`config.mk`:
```
export PLATFORM = sky130hd
export DESIGN_NAME = touch_report_decoder_core
export DESIGN_NICKNAME = d
export VERILOG_FILES = /design/src/rtl/core/tcd_pkg.sv /design/src/rtl/core/tcd_front.sv /design/src/rtl/core/tcd_queue.sv /design/src/rtl/core/tcd_back.sv /design/src/rtl/core/touch_report_decoder_core.sv
export SDC_FILE = /design/constraint.sdc
export NUM_CORES = 1
export LEC_CHECK = 0
export ABC_AREA = 1
export ABC_CLOCK_PERIOD_IN_PS = 3800
export BUFFER_PORTS_ARGS = -buffer_cell sky130_fd_sc_hd__buf_4
export CAP_MARGIN = 25
export CORE_ASPECT_RATIO = 2
export CORE_UTILIZATION = 45
export CTS_CLUSTER_SIZE = 10
export DETAILED_ROUTE_END_ITERATION = 6
export HOLD_SLACK_MARGIN = 0.02
export PLACE_DENSITY = 0.72
export SETUP_SLACK_MARGIN = 0.3
export SYNTH_ARGS = -nofsm -noshare
export SYNTH_HDL_FRONTEND = slang
export SYNTH_SLANG_ARGS = --single-unit
```
`constraint.sdc`:
```
create_clock -name clock -period 3.8 [get_ports clock]
set_clock_uncertainty 0.2 [all_clocks]
set_input_delay 0.76 -clock clock [delete_from_list [all_inputs] [get_ports clock]]
set_output_delay 0.76 -clock clock [all_outputs]
set_load 0.005 [all_outputs]
```
`src/rtl/core/tcd_pkg.sv`:
```
`default_nettype none

package tcd_pkg;

   localparam int DISPLAY_WIDTH_DEF  = 800;
   localparam int DISPLAY_HEIGHT_DEF = 480;
   localparam int MAX_POINTS_DEF     = 10;

   localparam logic [11:0] COORD_INVALID = 12'hFFF;

   localparam logic [1:0] KIND_POINT   = 2'd0;
   localparam logic [1:0] KIND_CLEARED = 2'd1;
   localparam logic [1:0] KIND_EMPTY   = 2'd2;

   localparam logic [3:0] ROT_NONE      = 4'd0;
   localparam logic [3:0] ROT_LRTB      = 4'd1;
   localparam logic [3:0] ROT_LRBT      = 4'd2;
   localparam logic [3:0] ROT_RLTB      = 4'd3;
   localparam logic [3:0] ROT_RLBT      = 4'd4;
   localparam logic [3:0] ROT_TBLR      = 4'd5;
   localparam logic [3:0] ROT_BTLR      = 4'd6;
   localparam logic [3:0] ROT_TBRL      = 4'd7;
   localparam logic [3:0] ROT_BTRL      = 4'd8;
   localparam logic [3:0] ROT_SWAP_INVV = 4'd9;
   localparam logic [3:0] ROT_SWAP_INVH = 4'd10;

   localparam int QUEUE_AW    = 1;
   localparam int QUEUE_DEPTH = 1 << QUEUE_AW;

   typedef struct packed {
      logic [7:0] data_byte;
      logic       is_count;
   } req_type;

   typedef struct packed {
      logic [1:0]  kind;
      logic [15:0] point_x;
      logic [15:0] point_y;
      logic [3:0]  point_index;
      logic        last;
   } rsp_type;

   typedef struct packed {
      logic [1:0]  kind;
      logic [11:0] raw_x;
      logic [11:0] raw_y;
      logic [3:0]  index;
      logic        last;
   } cmd_type;

   typedef struct packed {
      logic    push;
      cmd_type cmd;
   } push_type;

   typedef struct packed {
      logic    pop;
   } pop_type;

   typedef struct packed {
      logic    full;
      logic    empty;
      cmd_type head;
   } queue_status_type;

endpackage

`default_nettype wire

```
`src/rtl/core/tcd_front.sv`:
```
`default_nettype none

module tcd_front #(
   parameter int MAX_POINTS = tcd_pkg::MAX_POINTS_DEF
) (
   input  wire logic             clock,
   input  wire logic             reset,
   input  wire logic             req_valid,
   output logic                  req_stall,
   input  wire tcd_pkg::req_type req_data,
   input  wire logic             queue_full,
   output tcd_pkg::push_type     push_out
);

   localparam logic [3:0] MaxPointsC = 4'(MAX_POINTS);

   typedef enum logic [1:0] {
      POS_X_HIGH,
      POS_X_LOW,
      POS_Y_HIGH,
      POS_Y_LOW
   } pos_type;

   logic [3:0]  expected_ff, expected_in;
   logic [3:0]  next_ff, next_in;
   pos_type     pos_ff, pos_in;
   logic [3:0]  xh_ff, xh_in;
   logic [7:0]  xl_ff, xl_in;
   logic [3:0]  yh_ff, yh_in;

   logic        accept;
   logic [3:0]  count_n;
   logic [11:0] x_full;
   logic [11:0] y_full;

   assign req_stall = queue_full;
   assign accept    = req_valid && !queue_full;
   assign count_n   = (req_data.data_byte[3:0] > MaxPointsC) ? MaxPointsC
                                                             : req_data.data_byte[3:0];
   assign x_full    = {xh_ff, xl_ff};
   assign y_full    = {yh_ff, req_data.data_byte};

   always_comb begin
      expected_in = expected_ff;
      next_in     = next_ff;
      pos_in      = pos_ff;
      xh_in       = xh_ff;
      xl_in       = xl_ff;
      yh_in       = yh_ff;
      push_out    = '0;
      if (accept) begin
         if (req_data.is_count) begin
            expected_in = count_n;
            next_in     = 4'd0;
            pos_in      = POS_X_HIGH;
            if (count_n == 4'd0) begin
               push_out.push     = 1'b1;
               push_out.cmd.kind = tcd_pkg::KIND_EMPTY;
               push_out.cmd.last = 1'b1;
            end
         end else if (next_ff < expected_ff) begin
            unique case (pos_ff)
               POS_X_HIGH: begin
                  xh_in  = req_data.data_byte[3:0];
                  pos_in = POS_X_LOW;
               end
               POS_X_LOW: begin
                  xl_in  = req_data.data_byte;
                  pos_in = POS_Y_HIGH;
               end
               POS_Y_HIGH: begin
                  yh_in  = req_data.data_byte[3:0];
                  pos_in = POS_Y_LOW;
               end
               POS_Y_LOW: begin
                  pos_in             = POS_X_HIGH;
                  push_out.push      = 1'b1;
                  push_out.cmd.index = next_ff;
                  if (x_full == tcd_pkg::COORD_INVALID ||
                      y_full == tcd_pkg::COORD_INVALID) begin
                     expected_in       = 4'd0;
                     next_in           = 4'd0;
                     push_out.cmd.kind = tcd_pkg::KIND_CLEARED;
                     push_out.cmd.last = 1'b1;
                  end else begin
                     next_in            = next_ff + 4'd1;
                     push_out.cmd.kind  = tcd_pkg::KIND_POINT;
                     push_out.cmd.raw_x = x_full;
                     push_out.cmd.raw_y = y_full;
                     push_out.cmd.last  = (next_ff + 4'd1 == expected_ff);
                  end
               end
               default: pos_in = POS_X_HIGH;
            endcase
         end
      end
   end

   always_ff @(posedge clock) begin
      if (reset) begin
         expected_ff <= 4'd0;
         next_ff     <= 4'd0;
         pos_ff      <= POS_X_HIGH;
      end else begin
         expected_ff <= expected_in;
         next_ff     <= next_in;
         pos_ff      <= pos_in;
      end
      xh_ff <= xh_in;
      xl_ff <= xl_in;
      yh_ff <= yh_in;
   end

endmodule

`default_nettype wire

```
`src/rtl/core/tcd_queue.sv`:
```
`default_nettype none

module tcd_queue (
   input  wire logic              clock,
   input  wire logic              reset,
   input  wire tcd_pkg::push_type push_in,
   input  wire tcd_pkg::pop_type  pop_in,
   output tcd_pkg::queue_status_type status
);

   localparam int AW = tcd_pkg::QUEUE_AW;

   tcd_pkg::cmd_type mem_ff [tcd_pkg::QUEUE_DEPTH];

   logic [AW-1:0] wr_ptr_ff, wr_ptr_in;
   logic [AW-1:0] rd_ptr_ff, rd_ptr_in;
   logic [AW:0]   count_ff, count_in;
   logic          do_push;
   logic          do_pop;

   assign status.full  = (count_ff == (AW+1)'(tcd_pkg::QUEUE_DEPTH));
   assign status.empty = (count_ff == '0);
   assign status.head  = mem_ff[rd_ptr_ff];

   assign do_push = push_in.push && !status.full;
   assign do_pop  = pop_in.pop && !status.empty;

   always_comb begin
      wr_ptr_in = do_push ? wr_ptr_ff + 1'b1 : wr_ptr_ff;
      rd_ptr_in = do_pop  ? rd_ptr_ff + 1'b1 : rd_ptr_ff;
      count_in  = count_ff;
      if (do_push && !do_pop) begin
         count_in = count_ff + 1'b1;
      end else if (do_pop && !do_push) begin
         count_in = count_ff - 1'b1;
      end
   end

   always_ff @(posedge clock) begin
      if (reset) begin
         wr_ptr_ff <= '0;
         rd_ptr_ff <= '0;
         count_ff  <= '0;
      end else begin
         wr_ptr_ff <= wr_ptr_in;
         rd_ptr_ff <= rd_ptr_in;
         count_ff  <= count_in;
      end
      if (do_push) begin
         mem_ff[wr_ptr_ff] <= push_in.cmd;
      end
   end

endmodule

`default_nettype wire

```
`src/rtl/core/tcd_back.sv`:
```
`default_nettype none

module tcd_back #(
   parameter int DISPLAY_WIDTH  = tcd_pkg::DISPLAY_WIDTH_DEF,
   parameter int DISPLAY_HEIGHT = tcd_pkg::DISPLAY_HEIGHT_DEF
) (
   input  wire logic                       clock,
   input  wire logic                       reset,
   input  wire logic [3:0]                 rotation_mode,
   input  wire tcd_pkg::queue_status_type  status,
   output tcd_pkg::pop_type                pop_out,
   output logic                            rsp_valid,
   input  wire logic                       rsp_stall,
   output tcd_pkg::rsp_type                rsp_data
);

   localparam logic [15:0] WidthMax  = 16'(DISPLAY_WIDTH - 1);
   localparam logic [15:0] HeightMax = 16'(DISPLAY_HEIGHT - 1);

   logic             rsp_valid_ff, rsp_valid_in;
   tcd_pkg::rsp_type rsp_data_ff, rsp_data_in;

   logic             take;
   logic [15:0]      px;
   logic [15:0]      py;
   logic [15:0]      rx;
   logic [15:0]      ry;

   assign take        = !status.empty && (!rsp_valid_ff || !rsp_stall);
   assign pop_out.pop = take;
   assign px          = {4'd0, status.head.raw_x};
   assign py          = {4'd0, status.head.raw_y};

   always_comb begin
      rx = px;
      ry = py;
      unique case (rotation_mode)
         tcd_pkg::ROT_LRBT: ry = HeightMax - py;
         tcd_pkg::ROT_RLTB: rx = WidthMax - px;
         tcd_pkg::ROT_RLBT: begin
            rx = WidthMax - px;
            ry = HeightMax - py;
         end
         tcd_pkg::ROT_TBLR: begin
            rx = py;
            ry = px;
         end
         tcd_pkg::ROT_BTLR: begin
            rx = py;
            ry = WidthMax - px;
         end
         tcd_pkg::ROT_TBRL: begin
            rx = HeightMax - py;
            ry = px;
         end
         tcd_pkg::ROT_BTRL: begin
            rx = HeightMax - py;
            ry = WidthMax - px;
         end
         tcd_pkg::ROT_SWAP_INVV: begin
            rx = py;
            ry = HeightMax - px;
         end
         tcd_pkg::ROT_SWAP_INVH: begin
            rx = WidthMax - py;
            ry = px;
         end
         default: begin
            rx = px;
            ry = py;
         end
      endcase
   end

   always_comb begin
      rsp_valid_in = rsp_valid_ff;
      rsp_data_in  = rsp_data_ff;
      if (take) begin
         rsp_valid_in            = 1'b1;
         rsp_data_in.kind        = status.head.kind;
         rsp_data_in.point_index = status.head.index;
         rsp_data_in.last        = status.head.last;
         if (status.head.kind == tcd_pkg::KIND_POINT) begin
            rsp_data_in.point_x = rx;
            rsp_data_in.point_y = ry;
         end else begin
            rsp_data_in.point_x = 16'd0;
            rsp_data_in.point_y = 16'd0;
         end
      end else if (!rsp_stall) begin
         rsp_valid_in = 1'b0;
      end
   end

   always_ff @(posedge clock) begin
      if (reset) begin
         rsp_valid_ff <= 1'b0;
      end else begin
         rsp_valid_ff <= rsp_valid_in;
      end
      rsp_data_ff <= rsp_data_in;
   end

   assign rsp_valid = rsp_valid_ff;
   assign rsp_data  = rsp_data_ff;

endmodule

`default_nettype wire

```
`src/rtl/core/touch_report_decoder_core.sv`:
```
// a result reaches rsp through its queue entry and then the output register once its byte is accepted
// throughput: one byte per cycle; the front stalls only when the two-entry queue is full
// the back drains one queued command per cycle into the output register unless rsp_stall holds it full
// reset: synchronous, active high; clears report state, queue and output valid,
// and sets rotation_mode to 0
`default_nettype none

module touch_report_decoder_core #(
   parameter int DISPLAY_WIDTH  = tcd_pkg::DISPLAY_WIDTH_DEF,
   parameter int DISPLAY_HEIGHT = tcd_pkg::DISPLAY_HEIGHT_DEF,
   parameter int MAX_POINTS     = tcd_pkg::MAX_POINTS_DEF
) (
   input  wire logic             clock,
   input  wire logic             reset,
   input  wire logic             req_valid,
   output logic                  req_stall,
   input  wire tcd_pkg::req_type req_data,
   output logic                  rsp_valid,
   input  wire logic             rsp_stall,
   output tcd_pkg::rsp_type      rsp_data,
   input  wire logic             csr_valid,
   output logic                  csr_ready,
   input  wire logic [3:0]       csr_data
);

   logic [3:0]                rotation_ff, rotation_in;
   tcd_pkg::push_type         push;
   tcd_pkg::pop_type          pop;
   tcd_pkg::queue_status_type status;

   assign csr_ready   = 1'b1;
   assign rotation_in = (csr_valid && csr_ready) ? csr_data : rotation_ff;

   always_ff @(posedge clock) begin
      if (reset) begin
         rotation_ff <= tcd_pkg::ROT_NONE;
      end else begin
         rotation_ff <= rotation_in;
      end
   end

   tcd_front #(
      .MAX_POINTS (MAX_POINTS)
   ) u_front (
      .clock      (clock),
      .reset      (reset),
      .req_valid  (req_valid),
      .req_stall  (req_stall),
      .req_data   (req_data),
      .queue_full (status.full),
      .push_out   (push)
   );

   tcd_queue u_queue (
      .clock   (clock),
      .reset   (reset),
      .push_in (push),
      .pop_in  (pop),
      .status  (status)
   );

   tcd_back #(
      .DISPLAY_WIDTH  (DISPLAY_WIDTH),
      .DISPLAY_HEIGHT (DISPLAY_HEIGHT)
   ) u_back (
      .clock         (clock),
      .reset         (reset),
      .rotation_mode (rotation_ff),
      .status        (status),
      .pop_out       (pop),
      .rsp_valid     (rsp_valid),
      .rsp_stall     (rsp_stall),
      .rsp_data      (rsp_data)
   );

`ifndef SYNTH
   a_no_push_when_full: assert property (@(posedge clock) disable iff (reset)
      push.push |-> !status.full)
      else $error("command pushed into full queue");

   a_non_point_zero: assert property (@(posedge clock) disable iff (reset)
      rsp_valid && rsp_data.kind != tcd_pkg::KIND_POINT |->
         rsp_data.point_x == 16'd0 && rsp_data.point_y == 16'd0 && rsp_data.last)
      else $error("cleared or empty item carries coordinates or lacks last");

   a_pop_fills_output: assert property (@(posedge clock) disable iff (reset)
      pop.pop |=> rsp_valid)
      else $error("popped command did not reach the output register");
`endif

endmodule

`default_nettype wire

```
==> summary.txt, run 1 <==
status -> completed
PD cells -> 626 nW/µm²
Fill cells -> 1320
Post-Synthesis Cells -> 756
Synth top area share -> 49.2%
synth warn -> 0
mux contribution to synthesized area -> 0.590%
n_diodes -> 0
RSZ-0062 raised after global routing -> no
wirelength, routed -> 15.9 mm
Logic pwr share -> 30.1%
CTS tree -> done
Die W -> 88.8 µm
largest cells by area after synthesis -> edfxtp_1 49%, nand2_1 11%, dfxtp_1 5.9%, inv_1 4.5%, nand3_1 4.0%
post-DP HPWL -> 11.6 mm
area leader, netlist -> edfxtp_1
Switching Power -> 1.70 mW
commonest non-fill, non-tap cell in the layout -> nand2_1
initial core utilization -> 46.0%
Tmin final -> 2.71 ns
Post-Synth Adder-Cell Area -> 2.58%
power share of the sequential group -> 39.1%
Yosys cell types -> 42
Simple-Gate Fraction of Synth Area -> 25.7%
# IOs -> 60
Worst-Margin Slew -> 0.909 ns
Num CTS Buffers -> 17
Pre-Repair DR Iteration Count -> 6
vias in the first global route -> 5424
latest clock arrival within the worst-skew pair -> 0.42 ns
pin count of the biggest net entering global routing -> 37
Avg Inst Size Synth -> 8.97 µm²
P_leak -> 3.33 nW
Cell Area, Synth -> 6780 µm²
worst hold path class -> flip-flop to flip-flop
Arrival @ worst endpoint -> 2.67 ns
sw frac -> 34.3%
die height -> 176 µm
crit start category -> flip-flop
Final Hold Fails -> 0
CP Max Fanout -> 32
P_int -> 3.26 mW
max_cap viols -> 0
iteration-0 DRC count of the detailed router -> 260
Core Area -> 14700 µm²
register bit total from synthesis -> 131
Crit-path slowest cell -> dfxtp_1
Worst Setup Path Type -> flip-flop to flip-flop
top sig layer -> met4
final hold slack -> 0.260 ns
post-synthesis xor/xnor area fraction -> 0.646%
final setup TNS -> 0 ns
root buffer cell -> clkbuf_16
area grow syn2layout -> 16.7%
die area -> 15600 µm²
largest family of logic cells by synthesized area -> simple AND/OR/NAND/NOR gates
crit path capture type -> flip-flop
sequential area share after synthesis -> 55.1%
Clock Power Share -> 30.8%
Max transition margin -> 39.2%
Final period util -> 71.3%
required time of the critical path -> 3.77 ns
metal3 WL -> 627 µm
fin nets -> 848
ANT nets after route -> 0
clk buf depth -> 2
CP Cell Sequence -> buf_4, nand2_1, nand2_1, inv_1, ha_1, nand3_1, nand3_1, nand2_1, nand2_1, nand3_1, nand3_1, nor2_1, nor2_1
overall routing resource usage -> 22.1%
peak supply drop -> 0.461 mV
clk slew on worst S/H paths -> 0.06 ns
hold buffer count at CTS -> 0
Metal-1 WL -> 5.59 mm
Synth Area in Compound Gates -> 7.90%
# setup viols final -> 0
syn_nets -> 788
routability-driven placement congestion ratio -> 0.941
CTS H-Tree Depth -> 4
met2 WL -> 8.57 mm
Port Buffers -> 58
most frequent cells in the layout -> 202 x nand2_1, 111 x edfxtp_1, 82 x inv_1
r2r setup slk -> 1.09 ns
DRC -> 0
detailed-route wire length per cell -> 15.5 µm
share of cells above drive strength 1 -> 15.7%
Fmax -> 0.369 GHz
DR vias -> 5404
CTS-repair resized insts -> 0
# clock sinks -> 131
Worst path max stage delay -> 0.40 ns
Post CTS Setup Buffer Count -> 0
total grt overflow -> 0
initial antenna violation count -> 0
FP Rows -> 63
vias per cell -> 5.28
first-pass GRT wire length -> 25.8 mm
final slew viol count -> 0
==> path summary, 6_finish.rpt <==
kind / start / end / cells after the start
worst min register to register: u_queue.rd_ptr_ff / u_queue.rd_ptr_ff / 1
worst max-delay path: flip-flop / u_back.rsp_data[16] / 13
worst min-delay path: u_queue.rd_ptr_ff / u_queue.rd_ptr_ff / 1
worst max register to register: flip-flop / u_back.rsp_data[16] / 13
==> synth_stat cells <==
cell,instances
or2_1,2
o21ai_4,1
clkbuf_2,1
nor2_4,5
and3_1,1
inv_2,5
nand3b_2,1
o22ai_1,1
o2111ai_1,1
edfxtp_1,111
conb_1,1
nor3b_1,13
xnor2_1,2
nand2_4,3
buf_6,3
o211ai_1,6
a21oi_1,39
a31oi_1,2
clkbuf_1,3
o211a_1,2
o21ai_2,2
buf_2,7
nand4_1,9
nor3_1,21
o21ai_1,2
nand3_1,54
ha_1,14
o2bb2ai_1,1
buf_4,10
inv_6,1
nand2_1,202
o21bai_1,1
nor2_1,70
nor2_2,1
nand2_2,11
o21a_1,1
o21ai_0,36
xor2_1,3
dfxtp_1,20
inv_1,82
mux2i_1,4
clkinv_4,1
==> sequential cells by signal, summed over array words and instances (netlist names), named ones only <==
signal and flops:
u_queue.mem_ff 62, u_back.rsp_data 33, u_front.xl_ff 8, rotation_ff 4, u_front.expected_ff 4, u_front.next_ff 4, u_front.xh_ff 4, u_front.yh_ff 4
u_front.pos_ff 2, u_queue.count_ff 2, u_back.rsp_valid 1, u_queue.rd_ptr_ff 1, u_queue.wr_ptr_ff 1
==> per-stage QoR <==
step	worst slack (ns)	cell area, µm²	instances	util (%)	total power [mW]
4_1_cts	1.13	7910	1024	53.7	4.97
3_3_place_gp	0.945	7360	992	49.9	3.44
2_1_floorplan	0.388	6780	756	-	2.93
5_1_grt	0.901	7910	1024	53.7	5.26
6_report	1.09	7910	1024	53.7	4.96
3_5_place_dp	0.900	7360	992	49.9	3.45
==> layout make-up <==
class                           instances  area [µm²]  area share (%)
Tap cell                              195         244            3.08
Clock buffer                           18         439            5.55
Sequential cell                       131        3730            47.2
Multi-Input combinational cell        512        2550            32.2
Timing Repair Buffer                   65         488            6.17
Inverter                               89         344            4.35
Clock inverter                         14         116            1.47
==> power groups by stage <==
stage	clock network, mW	registers [mW]	logic (mW)
after floorplan	0	1.98	0.945
after global placement	0	1.97	1.47
after detailed placement	0	1.97	1.48
after CTS	1.54	1.94	1.49
after global routing	1.61	1.97	1.68
final	1.52	1.94	1.49
==> routing by layer <==
layer | global-route usage, % | up-vias
li1 | - | 2645
met1 | 22.2 | 2487
met2 | 38.7 | 204
met3 | 4.51 | 68
met4 | 16.5 | 0
met5 | 0 | -
==> cell families after synthesis <==
family | count (synthesis)
XOR/XNOR | 5
flip-flops | 131
AO/OA/AOI/OAI | 95
buffers and inverters | 113
other | 1
adder cells (fa/ha/maj) | 14
multiplexers | 4
AND/OR/NAND/NOR | 393
==> worst max-delay path, delay by kind of cell (launching register included) <==
family	cells	cell delay, ns
flops	1	0.40
buf+inv	2	0.49
fa+ha+maj	1	0.25
simple gates	10	1.11
No activity file was read; power rests on OpenSTA's default activity.
==> inputs of run 2 (changes only) <==
--- a/config.mk
+++ b/config.mk
@@ -5,8 +5,8 @@
 export SDC_FILE = /design/constraint.sdc
 export NUM_CORES = 1
 export LEC_CHECK = 0
-export ABC_AREA = 1
-export ABC_CLOCK_PERIOD_IN_PS = 3800
+export ABC_AREA = 0
+export ABC_CLOCK_PERIOD_IN_PS = 2300
 export BUFFER_PORTS_ARGS = -buffer_cell sky130_fd_sc_hd__buf_4
 export CAP_MARGIN = 25
 export CORE_ASPECT_RATIO = 2
@@ -14,7 +14,7 @@
 export CTS_CLUSTER_SIZE = 10
 export DETAILED_ROUTE_END_ITERATION = 6
 export HOLD_SLACK_MARGIN = 0.02
-export PLACE_DENSITY = 0.72
+export PLACE_DENSITY = 0.74
 export SETUP_SLACK_MARGIN = 0.3
 export SYNTH_ARGS = -nofsm -noshare
 export SYNTH_HDL_FRONTEND = slang
==> constraint.sdc (replaced) <==
create_clock -name clock -period 2.3 [get_ports clock]
set_clock_uncertainty 0.2 [all_clocks]
set_input_delay 0.46 -clock clock [delete_from_list [all_inputs] [get_ports clock]]
set_output_delay 0.46 -clock clock [all_outputs]
set_load 0.005 [all_outputs]
==> summary.txt, run 2 <==
clk slew on worst S/H paths -> 0.06 ns
pin count of the biggest net entering global routing -> 35
peak supply drop -> 0.779 mV
FP Rows -> 65
Worst Setup Path Type -> flip-flop to flip-flop
P_int -> 6.84 mW
CP Cell Sequence -> buf_12, mux2i_4, inv_2, ha_4, nand4_1, nand4_1, xnor2_2, a221oi_2, a31oi_1
dpl cell area -> 8660 µm²
area leader, netlist -> edfxtp_1
hold buffer count at CTS -> 0
hold endpoint -> u_front.xl_ff[7]
vias per cell -> 6.22
Final period util -> 108%
hold path startpoint -> req_data[8]
R2R cell count -> 9
failing checks -> setup timing
Arrival @ worst endpoint -> 2.44 ns
largest cells by area after synthesis -> edfxtp_1 46%, dfxtp_1 5.5%, o21ai_0 4.3%, mux2i_1 3.3%, mux2_2 3.2%
EDFF count, synth -> 111
worst hold path class -> input port to flip-flop
PD cells -> 892 nW/µm²
clk buf depth -> 2
Crit-path slowest cell -> dfxtp_2
Die W -> 92.0 µm
Yosys cell types -> 73
Clock Power Share -> 29.5%
P_leak -> 4.16 nW
CP dominant cell by count -> nand4_1
sequential area share after synthesis -> 51.3%
commonest non-fill, non-tap cell in the layout -> buf_4
Fmax -> 0.403 GHz
# clock sinks -> 131
overall routing resource usage -> 28.0%
first-pass GRT wire length -> 35.1 mm
latest clock arrival within the worst-skew pair -> 0.43 ns
power share of the sequential group -> 32.4%
DRC -> 0
fin nets -> 903
share of cells above drive strength 1 -> 50.2%
final slew viol count -> 0
max_cap viols -> 0
area grow syn2layout -> 52.6%
crit path capture type -> flip-flop
Tmin final -> 2.48 ns
Top reg by flops -> u_queue.mem_ff
initial core utilization -> 46.2%
ANT nets after route -> 0
wirelength, routed -> 25.1 mm
Top FF cell, synth -> edfxtp_1
initial antenna violation count -> 0
Worst-Margin Slew -> 0.556 ns
Post-Synthesis Cells -> 673
Pre-Repair DR Iteration Count -> 6
CTS tree -> done
status -> finished, violations left
Final Hold Fails -> 0
syn_nets -> 705
r2r setup slk -> -0.18 ns
routability-driven placement congestion ratio -> 0.976
r2r endpoint -> u_back.rsp_data[16]
total grt overflow -> 0
Avg Inst Size Synth -> 10.8 µm²
Fill cells -> 1024
count leader, synth -> edfxtp_1
# IOs -> 60
Cell Area, Synth -> 7280 µm²
final worst setup slack -> -0.181 ns
# setup viols final -> 36
most frequent cells after synthesis -> 111 x edfxtp_1, 63 x o21ai_0, 43 x a21oi_1
iteration-0 DRC count of the detailed router -> 486
asr flop ratio synth -> 0%
worst hold stages -> 1
Num CTS Buffers -> 17
CTS H-Tree Depth -> 4
die area -> 16700 µm²
required time of the critical path -> 2.26 ns
register bit total from synthesis -> 131
root buffer cell -> clkbuf_16
RSZ-0062 raised after global routing -> yes
post-DP HPWL -> 14.5 mm
max FFs per register -> 62
Port Buffers -> 58
final hold slack -> 0.0516 ns
Switching Power -> 3.06 mW
vias in the first global route -> 6598
die height -> 182 µm
most frequent cells in the layout -> 158 x buf_4, 111 x edfxtp_1, 43 x o21ai_0
CP top delay family -> compound AO/OA/AOI/OAI gates
DR vias -> 6753
final instance area -> 11100 µm²
Core Area -> 15800 µm²
Logic pwr share -> 38.1%
detailed-route wire length per cell -> 23.1 µm
Synth top area share -> 45.8%
Worst path max stage delay -> 0.36 ns
crit start category -> flip-flop
synth warn -> 0
WP buf/inv -> 2
Max transition margin -> 62.8%
n_diodes -> 0
sw frac -> 30.9%
CP Max Fanout -> 7
[run 2: changes by cell type in the layout (fill, tap and decap cells not counted), moves of 15 or more]
cell     before  now
o21ai_1       2   19
nand2_1     202   38
and3_4        0   23
a21oi_2       0   15
nor2_1       68   24
buf_12        0   15
inv_1        82   19
nand3_1      54    8
buf_6         0   32
buf_4        65  158
nor3_1       21    1
[run 2: worst max-delay path by stage]
stage	from	endpoint	cells after the start
floorplan	flip-flop	u_back.rsp_data[14]	11
global placement	req_data[3]	u_queue.count_ff[1]	8
detailed placement	req_data[2]	u_front.next_ff[2]	7
CTS	flip-flop	u_back.rsp_data[16]	9
global route	flip-flop	u_back.rsp_data[16]	9
finish	flip-flop	u_back.rsp_data[16]	9
[run 2: what timing repair did]
item | 4_1_cts | 5_1_grt
pin swaps | 48 | 51
buffers inserted | 37 | 25
setup endpoints to repair | 172 | 173
cloned | 10 | 3
gates resized for setup | 147 | 86
[run 2: logic make-up (layout without fill, tap and decap cells)]
logic type	count (synthesis)	in the layout	synth area share, %
AOI/OAI and AO/OA	201	201	18.3
xor gates and xnor gates	20	20	2.41
adders and majority gates	14	14	2.41
buffers and inverters	72	282	4.72
DFF	131	131	51.3
muxes	49	49	7.30
other	1	1	0.0515
and+or+nand+nor	185	186	13.6
[run 2: per-layer routing]
metal / up-vias / part of all wire [%] / routed length, µm / track usage [%]
met3: 136 / 4.3 / 1090 / 4.31
met1: 3292 / 31 / 7900 / 26.0
li1: 2963 / - / - / -
met2: 362 / 55 / 13900 / 53.0
met4: 0 / 8.9 / 2240 / 21.3
met5: - / 0 / 0 / 0
[run 2: per-stage QoR]
step / TNS [ns] / instances / setup WS, ns / power [mW] / util (%)
2_1_floorplan: -1.08 / 673 / -0.0765 / 4.83 / -
3_5_place_dp: -9.07 / 978 / -0.271 / 5.97 / 54.9
5_1_grt: -2.32 / 1085 / -0.210 / 10.3 / 70.4
6_report: -0.759 / 1085 / -0.181 / 9.91 / 70.4
3_3_place_gp: -6.74 / 978 / -0.171 / 5.90 / 54.9
4_1_cts: 0 / 1057 / 0.0111 / 9.44 / 66.7
[run 2: power by group through the flow]
stage	Combinational (mW)	Sequential [mW]	Clock, mW
after global routing	3.98	3.25	3.04
after floorplan	1.57	3.26	0
final	3.77	3.21	2.92
after global placement	2.68	3.22	0
after CTS	3.35	3.20	2.89
after detailed placement	2.72	3.25	0
[run 2: layout make-up]
class | instances | area (µm²) | share of cell area, %
multi-input combinational | 471 | 4110 | 37.0
clock inverter | 14 | 200 | 1.80
inverter | 27 | 108 | 0.968
timing repair buffer | 223 | 2250 | 20.3
tap | 201 | 251 | 2.26
sequential | 131 | 3760 | 33.8
clock buffer | 18 | 429 | 3.86
==> inputs of run 3 (changes only) <==
--- a/config.mk
+++ b/config.mk
@@ -15,6 +15,7 @@
 export DETAILED_ROUTE_END_ITERATION = 6
 export HOLD_SLACK_MARGIN = 0.02
 export PLACE_DENSITY = 0.74
+export REMOVE_ABC_BUFFERS = 1
 export SETUP_SLACK_MARGIN = 0.3
 export SYNTH_ARGS = -nofsm -noshare
 export SYNTH_HDL_FRONTEND = slang
==> summary.txt, run 3 (same netlist as run 2, synthesis figures left out) <==
status -> finished, violations left
failing checks -> setup timing
routability-driven placement congestion ratio -> 0.938
P_int -> 6.91 mW
Fill cells -> 1086
Num CTS Buffers -> 17
final setup TNS -> -0.515 ns
crit start category -> flip-flop
Max transition margin -> 67.2%
Port Buffers -> 58
hold buffer count at CTS -> 0
commonest non-fill, non-tap cell in the layout -> buf_4
clk buf depth -> 2
P_leak -> 4.05 nW
dpl cell area -> 8600 µm²
initial core utilization -> 46.2%
detailed-route wire length per cell -> 23.4 µm
vias in the first global route -> 6713
Die W -> 92.0 µm
# clock sinks -> 131
first-pass GRT wire length -> 36.1 mm
DRC -> 0
Fmax -> 0.418 GHz
Worst Setup Path Type -> flip-flop to flip-flop
die area -> 16700 µm²
crit path capture type -> flip-flop
n_diodes -> 0
peak supply drop -> 0.869 mV
Clock Power Share -> 31.3%
Pre-Repair DR Iteration Count -> 5
dpl ws -> -0.218 ns
CP Max Fanout -> 6
Finished Layout Cells -> 1069
Tmin final -> 2.39 ns
CP top delay family -> flip-flops
ANT nets after route -> 0
root buffer cell -> clkbuf_16
final slew viol count -> 0
most frequent cells in the layout -> 154 x buf_4, 111 x edfxtp_1, 43 x o21ai_0
sw frac -> 30.2%
final instance area -> 10800 µm²
area grow syn2layout -> 47.6%
Crit-path slowest cell -> dfxtp_4
Final period util -> 104%
initial antenna violation count -> 0
CTS H-Tree Depth -> 4
Core Area -> 15800 µm²
Top reg by flops -> u_queue.mem_ff
total grt overflow -> 0
PD cells -> 921 nW/µm²
Worst path max stage delay -> 0.42 ns
Final Util -> 68.1%
required time of the critical path -> 2.27 ns
dpl cells -> 992
max_cap viols -> 0
# IOs -> 60
pin count of the biggest net entering global routing -> 35
CP Cell Sequence -> buf_6, mux2i_4, ha_2, nor2b_4, o32ai_4, buf_6, buf_4, xnor2_1, a21oi_1, a21oi_1
# setup viols final -> 9
clk slew on worst S/H paths -> 0.06 ns
final worst setup slack -> -0.0914 ns
DR vias -> 6549
iteration-0 DRC count of the detailed router -> 441
vias per cell -> 6.13
die height -> 182 µm
Switching Power -> 3.00 mW
latest clock arrival within the worst-skew pair -> 0.43 ns
wirelength, routed -> 25.0 mm
Final Hold Fails -> 0
RSZ-0062 raised after global routing -> yes
post-DP HPWL -> 15.0 mm
CTS tree -> done
overall routing resource usage -> 29.0%
FP Rows -> 65
worst hold path class -> input port to flip-flop
power share of the sequential group -> 32.6%
Worst-Margin Slew -> 0.488 ns
max FFs per register -> 62
Logic pwr share -> 36.1%
WP buf/inv -> 3
Arrival @ worst endpoint -> 2.36 ns
fin nets -> 887
share of cells above drive strength 1 -> 46.3%
==> run 3: cell types whose count changed in the layout (fill, tap and decap cells not counted), moves of 4 or more <==
cell and change:
a21oi_2 -4, nor3_1 +6, o221ai_2 -4, o221ai_1 +4, mux2_2 +6, nor2_1 +6, clkinvlp_4 -4, nor3_2 -4
buf_12 -4, mux2_4 -6, mux2i_2 -4, a21oi_1 +5, buf_4 -4
==> run 3: worst reg2reg max path: cells and delay by family (launching register included) <==
kind	cells	cell delay, ns
XOR/XNOR	1	0.13
AO/OA/AOI/OAI	3	0.32
buffers and inverters	3	0.40
multiplexers	1	0.24
flip-flops	1	0.42
adder cells (fa/ha/maj)	1	0.24
AND/OR/NAND/NOR	1	0.18
==> run 3: layer usage <==
layer | wire length, µm | track usage (%) | vias up
met4 | 1900 | 19.9 | 0
li1 | - | - | 2933
met5 | 0 | 0 | -
met1 | 7980 | 26.4 | 3158
met3 | 1030 | 4.69 | 125
met2 | 14100 | 56.3 | 333
==> run 3: worst paths after layout <==
| kind | start | slack [ns] | endpoint | cells past startpoint |
|---|---|---|---|---|
| setup / recovery | flip-flop | -0.09 | u_back.rsp_data[30] | 10 |
| hold / removal | req_data[8] | 0.03 | u_front.xl_ff[7] | 1 |
| setup reg to reg | flip-flop | -0.09 | u_back.rsp_data[30] | 10 |
| hold reg to reg | u_back.rsp_valid | 0.30 | u_back.rsp_valid | 2 |
==> run 3: area by class of cell <==
class,count,area (µm²),area share (%)
timing repair buffer,208,2040,18.9
tap,201,251,2.34
clock inverter,11,199,1.85
multi-input combinational,470,3940,36.6
clock buffer,21,470,4.38
sequential,131,3750,34.9
inverter,27,106,0.989
==> run 3: power groups by stage <==
stage               Combinational, mW  Clock (mW)  Sequential, mW
finish                           3.58        3.10            3.23
global route                     3.76        3.22            3.26
CTS                              3.23        3.08            3.21
detailed placement               2.66           0            3.25
global placement                 2.63           0            3.23
floorplan                        1.17           0            3.37
==> run 3: per-stage QoR <==
step	power [mW]	hold WS [ns]
2_1_floorplan	4.54	0.247
3_3_place_gp	5.86	0.278
3_5_place_dp	5.91	0.285
4_1_cts	9.52	0.0286
5_1_grt	10.2	0.0221
6_report	9.91	0.0312
==> run 3: repair_timing <==
action / in CTS / in global routing
gates cloned: 9 / 1
pin swaps: 38 / 37
gates resized for setup: 152 / 78
buffers inserted: 23 / 12
setup endpoints to repair: 175 / 174
